===== src/sv/slcq_pkg.sv =====
`timescale 1ns / 1ps
// ----------------------------------------------------------------------------
// slcq_pkg
// Shared sizes, codes and types for the serial line command queue.
// ----------------------------------------------------------------------------
package slcq_pkg;

    localparam int QUEUE_DEPTH = 8;
    localparam int LINE_LEN    = 16;

    localparam int SLOT_W = $clog2(QUEUE_DEPTH);
    localparam int POS_W  = $clog2(LINE_LEN + 1);

    // command queue between front and back
    localparam int CQ_DEPTH = 2;
    localparam int CQ_PTR_W = $clog2(CQ_DEPTH);
    localparam int CQ_CNT_W = $clog2(CQ_DEPTH + 1);

    localparam logic [7:0] CH_LF = 8'd10;
    localparam logic [7:0] CH_CR = 8'd13;

    localparam logic [7:0] CH_FWD   = 8'h66;   // 'f'
    localparam logic [7:0] CH_BACK  = 8'h62;   // 'b'
    localparam logic [7:0] CH_LEFT  = 8'h6C;   // 'l'
    localparam logic [7:0] CH_RIGHT = 8'h72;   // 'r'
    localparam logic [7:0] CH_STOP  = 8'h73;   // 's'

    localparam logic [7:0] DIR_FWD   = 8'h46;  // 'F'
    localparam logic [7:0] DIR_BACK  = 8'h62;  // 'b'
    localparam logic [7:0] DIR_LEFT  = 8'h72;  // 'r'
    localparam logic [7:0] DIR_RIGHT = 8'h4C;  // 'L'
    localparam logic [7:0] DIR_STOP  = 8'h53;  // 'S'

    localparam logic [9:0] AMT_STRAIGHT = 10'd500;
    localparam logic [9:0] AMT_TURN     = 10'd700;
    localparam logic [6:0] SPD_STRAIGHT = 7'd48;
    localparam logic [6:0] SPD_TURN     = 7'd68;

    typedef enum logic [2:0] {
        EV_STORED  = 3'd0,
        EV_IGNORED = 3'd1,
        EV_LINE    = 3'd2,
        EV_FULL    = 3'd3,
        EV_CMD     = 3'd4,
        EV_EMPTY   = 3'd5,
        EV_UNKNOWN = 3'd6
    } event_t;

    typedef enum logic [2:0] {
        ACT_NONE  = 3'd0,
        ACT_FWD   = 3'd1,
        ACT_BACK  = 3'd2,
        ACT_LEFT  = 3'd3,
        ACT_RIGHT = 3'd4,
        ACT_STOP  = 3'd5
    } action_t;

    typedef enum logic [1:0] {
        OP_CHAR = 2'd0,
        OP_TERM = 2'd1,
        OP_PROC = 2'd2
    } op_t;

    typedef struct packed {
        op_t        op;
        logic [7:0] data;
    } cmd_t;

    typedef struct packed {
        logic valid;
        cmd_t cmd;
    } head_t;

endpackage


===== src/sv/serial_line_command_queue_core.sv =====
`timescale 1ns / 1ps
// ----------------------------------------------------------------------------
// serial_line_command_queue_core
// Serial byte line assembler with a first-char ring and command decoder.
// ----------------------------------------------------------------------------
// channel | handshake           | payload
// input   | in_valid / in_stall | kind, rx_byte
// output  | out_valid/out_stall | event_res, action, drive_amount,
//         |                     | direction_code, speed_code, queued_lines
//
// One word per cycle sustained while out_stall is low; each word makes exactly one result word.
// Each word passes through the two-word command queue and then the back
// end's output register; the back end's ring pointer update is a feedback loop.
// Reset clears the ring, pointers and line position at once; no sweep.
// in_stall rises when the command queue holds two words; out_stall holds
// the output register and backs up into that queue.
module serial_line_command_queue_core
(
    input  logic       clk,
    input  logic       rst_n,
    input  logic       in_valid,
    output logic       in_stall,
    input  logic       kind,
    input  logic [7:0] rx_byte,
    output logic       out_valid,
    input  logic       out_stall,
    output logic [2:0] event_res,
    output logic [2:0] action,
    output logic [9:0] drive_amount,
    output logic [7:0] direction_code,
    output logic [6:0] speed_code,
    output logic [2:0] queued_lines
);
    import slcq_pkg::*;

    head_t head;
    logic  pop;

    slcq_front u_front
    (
        .clk      (clk),
        .rst_n    (rst_n),
        .in_valid (in_valid),
        .in_stall (in_stall),
        .kind     (kind),
        .rx_byte  (rx_byte),
        .head     (head),
        .pop      (pop)
    );

    slcq_back u_back
    (
        .clk            (clk),
        .rst_n          (rst_n),
        .head           (head),
        .pop            (pop),
        .out_valid      (out_valid),
        .out_stall      (out_stall),
        .event_res      (event_res),
        .action         (action),
        .drive_amount   (drive_amount),
        .direction_code (direction_code),
        .speed_code     (speed_code),
        .queued_lines   (queued_lines)
    );

endmodule


===== src/sv/slcq_front.sv =====
`timescale 1ns / 1ps
// ----------------------------------------------------------------------------
// slcq_front
// Accepts input words, classifies them and queues them for the back end.
// ----------------------------------------------------------------------------
module slcq_front
(
    input  logic               clk,
    input  logic               rst_n,
    input  logic               in_valid,
    output logic               in_stall,
    input  logic               kind,
    input  logic [7:0]         rx_byte,
    output slcq_pkg::head_t    head,
    input  logic               pop
);
    import slcq_pkg::*;

    cmd_t                mem_reg [CQ_DEPTH];
    logic [CQ_PTR_W-1:0] wr_ptr_reg, wr_ptr_next;
    logic [CQ_PTR_W-1:0] rd_ptr_reg, rd_ptr_next;
    logic [CQ_CNT_W-1:0] count_reg, count_next;
    logic                push;
    logic                do_pop;
    cmd_t                cls;

    always_comb
    begin
        cls.data = rx_byte;
        if (kind)
            cls.op = OP_PROC;
        else if (rx_byte == CH_LF || rx_byte == CH_CR)
            cls.op = OP_TERM;
        else
            cls.op = OP_CHAR;
    end

    assign in_stall   = (count_reg == CQ_CNT_W'(CQ_DEPTH));
    assign push       = in_valid && !in_stall;
    assign do_pop     = pop && (count_reg != '0);
    assign head.valid = (count_reg != '0);
    assign head.cmd   = mem_reg[rd_ptr_reg];

    always_comb
    begin
        wr_ptr_next = wr_ptr_reg;
        rd_ptr_next = rd_ptr_reg;
        count_next  = count_reg;
        if (push)
            wr_ptr_next = (wr_ptr_reg == CQ_PTR_W'(CQ_DEPTH - 1)) ? '0 : wr_ptr_reg + 1'b1;
        if (do_pop)
            rd_ptr_next = (rd_ptr_reg == CQ_PTR_W'(CQ_DEPTH - 1)) ? '0 : rd_ptr_reg + 1'b1;
        if (push && !do_pop)
            count_next = count_reg + 1'b1;
        else if (do_pop && !push)
            count_next = count_reg - 1'b1;
    end

    always_ff @(posedge clk or negedge rst_n)
    begin
        if (!rst_n)
        begin
            wr_ptr_reg <= '0;
            rd_ptr_reg <= '0;
            count_reg  <= '0;
        end
        else
        begin
            wr_ptr_reg <= wr_ptr_next;
            rd_ptr_reg <= rd_ptr_next;
            count_reg  <= count_next;
        end
    end

    always_ff @(posedge clk)
    begin
        if (push)
            mem_reg[wr_ptr_reg] <= cls;
    end

endmodule


===== src/sv/slcq_back.sv =====
`timescale 1ns / 1ps
// ----------------------------------------------------------------------------
// slcq_back
// Executes queued words against the line ring and registers one result each.
// ----------------------------------------------------------------------------
module slcq_back
(
    input  logic               clk,
    input  logic               rst_n,
    input  slcq_pkg::head_t    head,
    output logic               pop,
    output logic               out_valid,
    input  logic               out_stall,
    output logic [2:0]         event_res,
    output logic [2:0]         action,
    output logic [9:0]         drive_amount,
    output logic [7:0]         direction_code,
    output logic [6:0]         speed_code,
    output logic [2:0]         queued_lines
);
    import slcq_pkg::*;

    logic [7:0]        first_chars_reg [QUEUE_DEPTH];
    logic [SLOT_W-1:0] write_slot_reg, write_slot_next;
    logic [SLOT_W-1:0] read_slot_reg, read_slot_next;
    logic [POS_W-1:0]  pos_reg, pos_next;
    logic              fc_we;
    logic [7:0]        fc_wdata;

    logic              out_valid_reg, out_valid_next;
    event_t            ev_reg, ev_next;
    action_t           act_reg, act_next;
    logic [9:0]        amt_reg, amt_next;
    logic [7:0]        dir_reg, dir_next;
    logic [6:0]        spd_reg, spd_next;
    logic [2:0]        ql_reg, ql_next;

    logic              fire;
    logic              ring_full;
    logic              ring_empty;
    logic [7:0]        oldest;

    function automatic logic [SLOT_W-1:0] next_slot(input logic [SLOT_W-1:0] s);
        return (s == SLOT_W'(QUEUE_DEPTH - 1)) ? '0 : s + 1'b1;
    endfunction

    function automatic logic [2:0] waiting(input logic [SLOT_W-1:0] w,
                                           input logic [SLOT_W-1:0] r);
        logic [SLOT_W:0] d;
        if (w >= r)
            d = {1'b0, w} - {1'b0, r};
        else
            d = {1'b0, w} + (SLOT_W + 1)'(QUEUE_DEPTH) - {1'b0, r};
        return 3'(d);
    endfunction

    assign fire       = head.valid && (!out_valid_reg || !out_stall);
    assign pop        = fire;
    assign ring_full  = (next_slot(write_slot_reg) == read_slot_reg);
    assign ring_empty = (read_slot_reg == write_slot_reg);
    assign oldest     = first_chars_reg[read_slot_reg];

    always_comb
    begin
        write_slot_next = write_slot_reg;
        read_slot_next  = read_slot_reg;
        pos_next        = pos_reg;
        fc_we           = 1'b0;
        fc_wdata        = head.cmd.data;
        ev_next         = EV_STORED;
        act_next        = ACT_NONE;
        amt_next        = '0;
        dir_next        = '0;
        spd_next        = '0;
        case (head.cmd.op)
            OP_CHAR:
            begin
                if (ring_full)
                    ev_next = EV_FULL;
                else if (pos_reg >= POS_W'(LINE_LEN))
                    ev_next = EV_IGNORED;
                else
                begin
                    fc_we    = (pos_reg == '0);
                    pos_next = pos_reg + 1'b1;
                    ev_next  = EV_STORED;
                end
            end
            OP_TERM:
            begin
                if (ring_full)
                    ev_next = EV_FULL;
                else
                begin
                    // empty line leaves a zero first char
                    fc_we           = (pos_reg == '0);
                    fc_wdata        = '0;
                    pos_next        = '0;
                    write_slot_next = next_slot(write_slot_reg);
                    ev_next         = EV_LINE;
                end
            end
            OP_PROC:
            begin
                if (ring_empty)
                    ev_next = EV_EMPTY;
                else
                begin
                    read_slot_next = next_slot(read_slot_reg);
                    ev_next        = EV_CMD;
                    case (oldest)
                        CH_FWD:
                        begin
                            act_next = ACT_FWD;
                            amt_next = AMT_STRAIGHT;
                            dir_next = DIR_FWD;
                            spd_next = SPD_STRAIGHT;
                        end
                        CH_BACK:
                        begin
                            act_next = ACT_BACK;
                            amt_next = AMT_STRAIGHT;
                            dir_next = DIR_BACK;
                            spd_next = SPD_STRAIGHT;
                        end
                        CH_LEFT:
                        begin
                            act_next = ACT_LEFT;
                            amt_next = AMT_TURN;
                            dir_next = DIR_LEFT;
                            spd_next = SPD_TURN;
                        end
                        CH_RIGHT:
                        begin
                            act_next = ACT_RIGHT;
                            amt_next = AMT_TURN;
                            dir_next = DIR_RIGHT;
                            spd_next = SPD_TURN;
                        end
                        CH_STOP:
                        begin
                            act_next = ACT_STOP;
                            dir_next = DIR_STOP;
                        end
                        default:
                            ev_next = EV_UNKNOWN;
                    endcase
                end
            end
            default:
                ev_next = EV_STORED;
        endcase
        ql_next = waiting(write_slot_next, read_slot_next);
    end

    always_comb
    begin
        if (fire)
            out_valid_next = 1'b1;
        else if (!out_stall)
            out_valid_next = 1'b0;
        else
            out_valid_next = out_valid_reg;
    end

    always_ff @(posedge clk or negedge rst_n)
    begin
        if (!rst_n)
        begin
            write_slot_reg <= '0;
            read_slot_reg  <= '0;
            pos_reg        <= '0;
            out_valid_reg  <= 1'b0;
            for (int i = 0; i < QUEUE_DEPTH; i++)
                first_chars_reg[i] <= '0;
        end
        else
        begin
            out_valid_reg <= out_valid_next;
            if (fire)
            begin
                write_slot_reg <= write_slot_next;
                read_slot_reg  <= read_slot_next;
                pos_reg        <= pos_next;
                if (fc_we)
                    first_chars_reg[write_slot_reg] <= fc_wdata;
            end
        end
    end

    always_ff @(posedge clk)
    begin
        if (fire)
        begin
            ev_reg  <= ev_next;
            act_reg <= act_next;
            amt_reg <= amt_next;
            dir_reg <= dir_next;
            spd_reg <= spd_next;
            ql_reg  <= ql_next;
        end
    end

    assign out_valid      = out_valid_reg;
    assign event_res      = ev_reg;
    assign action         = act_reg;
    assign drive_amount   = amt_reg;
    assign direction_code = dir_reg;
    assign speed_code     = spd_reg;
    assign queued_lines   = ql_reg;

endmodule


===== config.mk =====
export PLATFORM = sky130hd
export DESIGN_NAME = serial_line_command_queue_core
export DESIGN_NICKNAME = d
export VERILOG_FILES = /design/src/sv/slcq_pkg.sv /design/src/sv/serial_line_command_queue_core.sv /design/src/sv/slcq_front.sv /design/src/sv/slcq_back.sv
export SDC_FILE = /design/constraint.sdc
export NUM_CORES = 1
export LEC_CHECK = 0
export ABC_AREA = 1
export BUFFER_PORTS_ARGS = -buffer_cell sky130_fd_sc_hd__clkbuf_2
export CORE_MARGIN = 4
export CORE_UTILIZATION = 55
export CTS_CLUSTER_SIZE = 40
export DETAILED_ROUTE_END_ITERATION = 7
export GPL_ROUTABILITY_DRIVEN = 0
export PLACE_DENSITY_LB_ADDON = 0.1
export SLEW_MARGIN = 40
export SYNTH_ARGS = -nofsm -noshare
export SYNTH_HDL_FRONTEND = slang
export SYNTH_SLANG_ARGS = --single-unit

===== constraint.sdc =====
create_clock -name clk -period 5.1 [get_ports clk]
set_clock_uncertainty 0.1 [all_clocks]
set_input_delay 1.02 -clock clk [delete_from_list [all_inputs] [get_ports clk]]
set_output_delay 1.02 -clock clk [all_outputs]
set_load 0.05 [all_outputs]

==> results by group <==
Synth
  – Synth warn: 0
  – Mapped Cells: 701
  – Syn Area/Cell: 8.74 um^2
  – Unique masters post-synth: 42
  – Number of synthesized register bits: 118
  – Post-synthesis sequential area ratio: 0.513
  – Post-synthesis cell area: 6130 um^2

Finish
  – Final core utilization: 0.625
  – Fillers: 952
  – Finished Cell Area: 6810 um^2
  – Fraction of layout cells with a size suffix above 1: 0.154
  – Commonest cells after routing, fill and taps aside: nand2_1, inv_1, dfrtp_1, o21ai_0, nand3_1
  – ANT cells: 0
  – Most common cell after layout, fill and taps aside: nand2_1
  – Area Growth Syn to Fin: 11.1%
  – Max FFs per register: 64
  – Layout Nets: 747

Route
  – DRT antenna net count: 0
  – Iteration-0 DRC Markers: 294
  – Total number of vias: 4,522
  – # DRC: 0
  – Routed len/inst: 14.4 um
  – Wirelength, routed: 12,600 um
  – Routed vias/inst: 5.15
  – Drt pass-1 iters: 5

Global route
  – Most used routing layer: met2
  – Overflow after GRT: 0
  – Number of global-route vias before repair: 4,535
  – Met1 GRT Util: 0.273
  – Met2 usage: 0.358
  – Largest net degree at the start of global routing: 81
  – Initial antenna violation count: 0
  – First-pass GRT wire length: 21,600 um
  – Met3 Resource Use GR: 0.0562
  – Total track usage: 0.215

Timing
  – Final Critical Period: 3.46 ns
  – Final Cycle Share: 0.678
  – Unrepaired setup endpoints after global routing: false
  – Measured slew at the worst slew-check pin: 0.748 ns
  – Max-slew headroom: 0.501
  – F_max: 289 MHz
  – Hold_ws: 0.384 ns
  – Setup-failing EPs final: 0
  – Setup TNS: 0 ns
  – Post-route worst setup slack: 1.64 ns
  – Final Hold Fails: 0
  – Pins Over Slew Limit: 0

Worst setup path
  – Cell chain of the critical path: ha_1 -> ha_1 -> xnor2_1 -> nand3_2 -> nand2_2 -> inv_1 -> o21ai_0 -> o21ai_0 -> ha_1 -> fa_1 -> xor2_1 -> xor2_1
  – Critical-path top delay cell: dfrtp_1
  – Crit end category: flip-flop
  – Worst EP arrival: 3.61 ns
  – Crit start category: flip-flop
  – CP bufs+invs: 1
  – CP max stage delay: 0.55 ns
  – Crit-path most repeated cell: ha_1
  – Cell family with most CP delay: adder cells
  – Crit Path Max Fanout: 13
  – WP data required: 5.25 ns
  – Crit Path Category: reg2reg

Pwr
  – Power Density: 720 nW/um^2
  – Max IR drop VDD: 0.000446 V
  – Leakage power: 3.38 nW

Flow run
  – Max Cap Viol: 0

Clocking
  – CTS tree: done
  – CTS Sinks: 118
  – CTS Buf Count: 17
  – Hold-fix buffers, CTS: 0
  – CTS root buf: clkbuf_8
  – Clk buf depth: 2
  – Post-CTS Setup Inserts: 0
  – Reg clk slew, reported paths: 0.05 ns
  – Post-CTS sizing: 0
  – Clk_lat worst skew: 0.52 ns
  – # H-tree levels: 4

Floorplan
  – Die width: 114 um
  – Core Rows: 38
  – I/O pin count: 49
  – Core area: 10,900 um^2
  – Starting Density: 0.563
  – Die H: 114 um
  – Die footprint: 12,900 um^2

Placed design
  – Pre-CTS setup slack: 1.68 ns
  – I/O Buffers: 42
  – Post-Place Cell Area: 6170 um^2
  – HPWL Detailed: 8390 um

Min path
  – Hold Crit Class: reg2reg

Status
  – Outcome: finished clean
## stage by stage
step / std cells / power (mW)
3_3_place_gp: 846 / 3.60
3_5_place_dp: 846 / 3.66
5_1_grt: 878 / 5.26
6_report: 878 / 4.90
2_1_floorplan: 706 / 3.30
4_1_cts: 878 / 4.93
## power by group
part	switching (mW)	internal [mW]	total, mW
sequential	0.227	1.36	1.59
combinational	1.51	0.557	2.07
clock	0.405	0.839	1.24
## cell families (layout without fill, tap and decap cells)
family,after synthesis,after routing,share of synthesized area
AO/OA/AOI/OAI,95,95,0.0825
other,1,6,0.000612
buffers and inverters,137,169,0.121
XOR/XNOR,11,11,0.0157
AND/OR/NAND/NOR,330,330,0.248
adder cells (fa/ha/maj),9,9,0.0196
flip-flops,118,118,0.513
## path summary, 6_finish.rpt
check | slack (ns) | depth (start not counted) | start | end
hold reg to reg | 0.38 | 2 | u_back.first_chars_reg[5] | u_back.first_chars_reg[5]
setup reg to reg | 1.64 | 12 | u_back.write_slot_reg[1] | u_back.queued_lines[2]
max in group asynchronous | 3.97 | 1 | rst_n | u_back.read_slot_reg[1]
min in group asynchronous | 0.43 | 1 | rst_n | u_front.wr_ptr_reg
hold / removal | 0.38 | 2 | u_back.first_chars_reg[5] | u_back.first_chars_reg[5]
setup / recovery | 1.64 | 12 | u_back.write_slot_reg[1] | u_back.queued_lines[2]
## metal layers
metal	share of wire	vias to the layer above	routed length, um
li1	-	2257	-
met3	0.057	17	720
met4	0.013	0	161
met1	0.44	2138	5570
met2	0.49	110	6170
met5	0	-	0
## worst reg2reg max path: stages (launching register included)
cell and delay [ns]:
dfrtp_1 0.55, ha_1 0.27, ha_1 0.33, xnor2_1 0.21
nand3_2 0.19, nand2_2 0.25, inv_1 0.10, o21ai_0 0.08
o21ai_0 0.13, ha_1 0.23, fa_1 0.43, xor2_1 0.18
xor2_1 0.15
## synth_stat cells
library cell  instances  area share
a21oi_1               5      0.0041
nor3_1                1     0.00082
inv_1                91       0.056
fa_1                  1      0.0033
nand2_4               1      0.0018
edfxtp_1             38        0.19
xor2_1                6      0.0086
nand3_2               6      0.0098
a21boi_2              1      0.0018
nor2_2                5      0.0051
nor3b_1               1      0.0012
buf_4                18       0.022
nand3_1              50       0.041
buf_6                19       0.035
nor4_1                1      0.0010
conb_1                1     0.00061
dfrtp_1              80        0.33
nand3b_4              1      0.0033
clkbuf_1              1     0.00061
nand2_1             224        0.14
nand4_2               1      0.0020
nor2_4                2      0.0037
inv_4                 1      0.0010
ha_1                  8       0.016
inv_2                 1     0.00061
nand3_4               1      0.0029
o21ai_1              23       0.019
nand4_4               1      0.0035
a21oi_2               1      0.0014
nand2_2              12       0.012
xnor2_1               5      0.0071
o21a_1                6      0.0074
o311ai_0              1      0.0014
or2_1                 1      0.0010
nor2_1               16      0.0098
inv_8                 1      0.0018
nand3b_1              2      0.0024
buf_2                 5      0.0041
o21ai_0              57       0.047
nor3_4                3      0.0080
nand4_1               1      0.0010
o22ai_1               1      0.0010
## final cells by class
type / instances / area, um^2 / area share
well taps: 140 / 175 / 0.0257
multi-input cells: 451 / 2270 / 0.333
inverters: 94 / 363 / 0.0533
clock buffers: 26 / 519 / 0.0762
flip-flops and latches: 118 / 3140 / 0.462
clock inverters: 6 / 111 / 0.0164
repair buffers: 43 / 226 / 0.0333
Note: power is estimated with default switching activity, not from simulation.
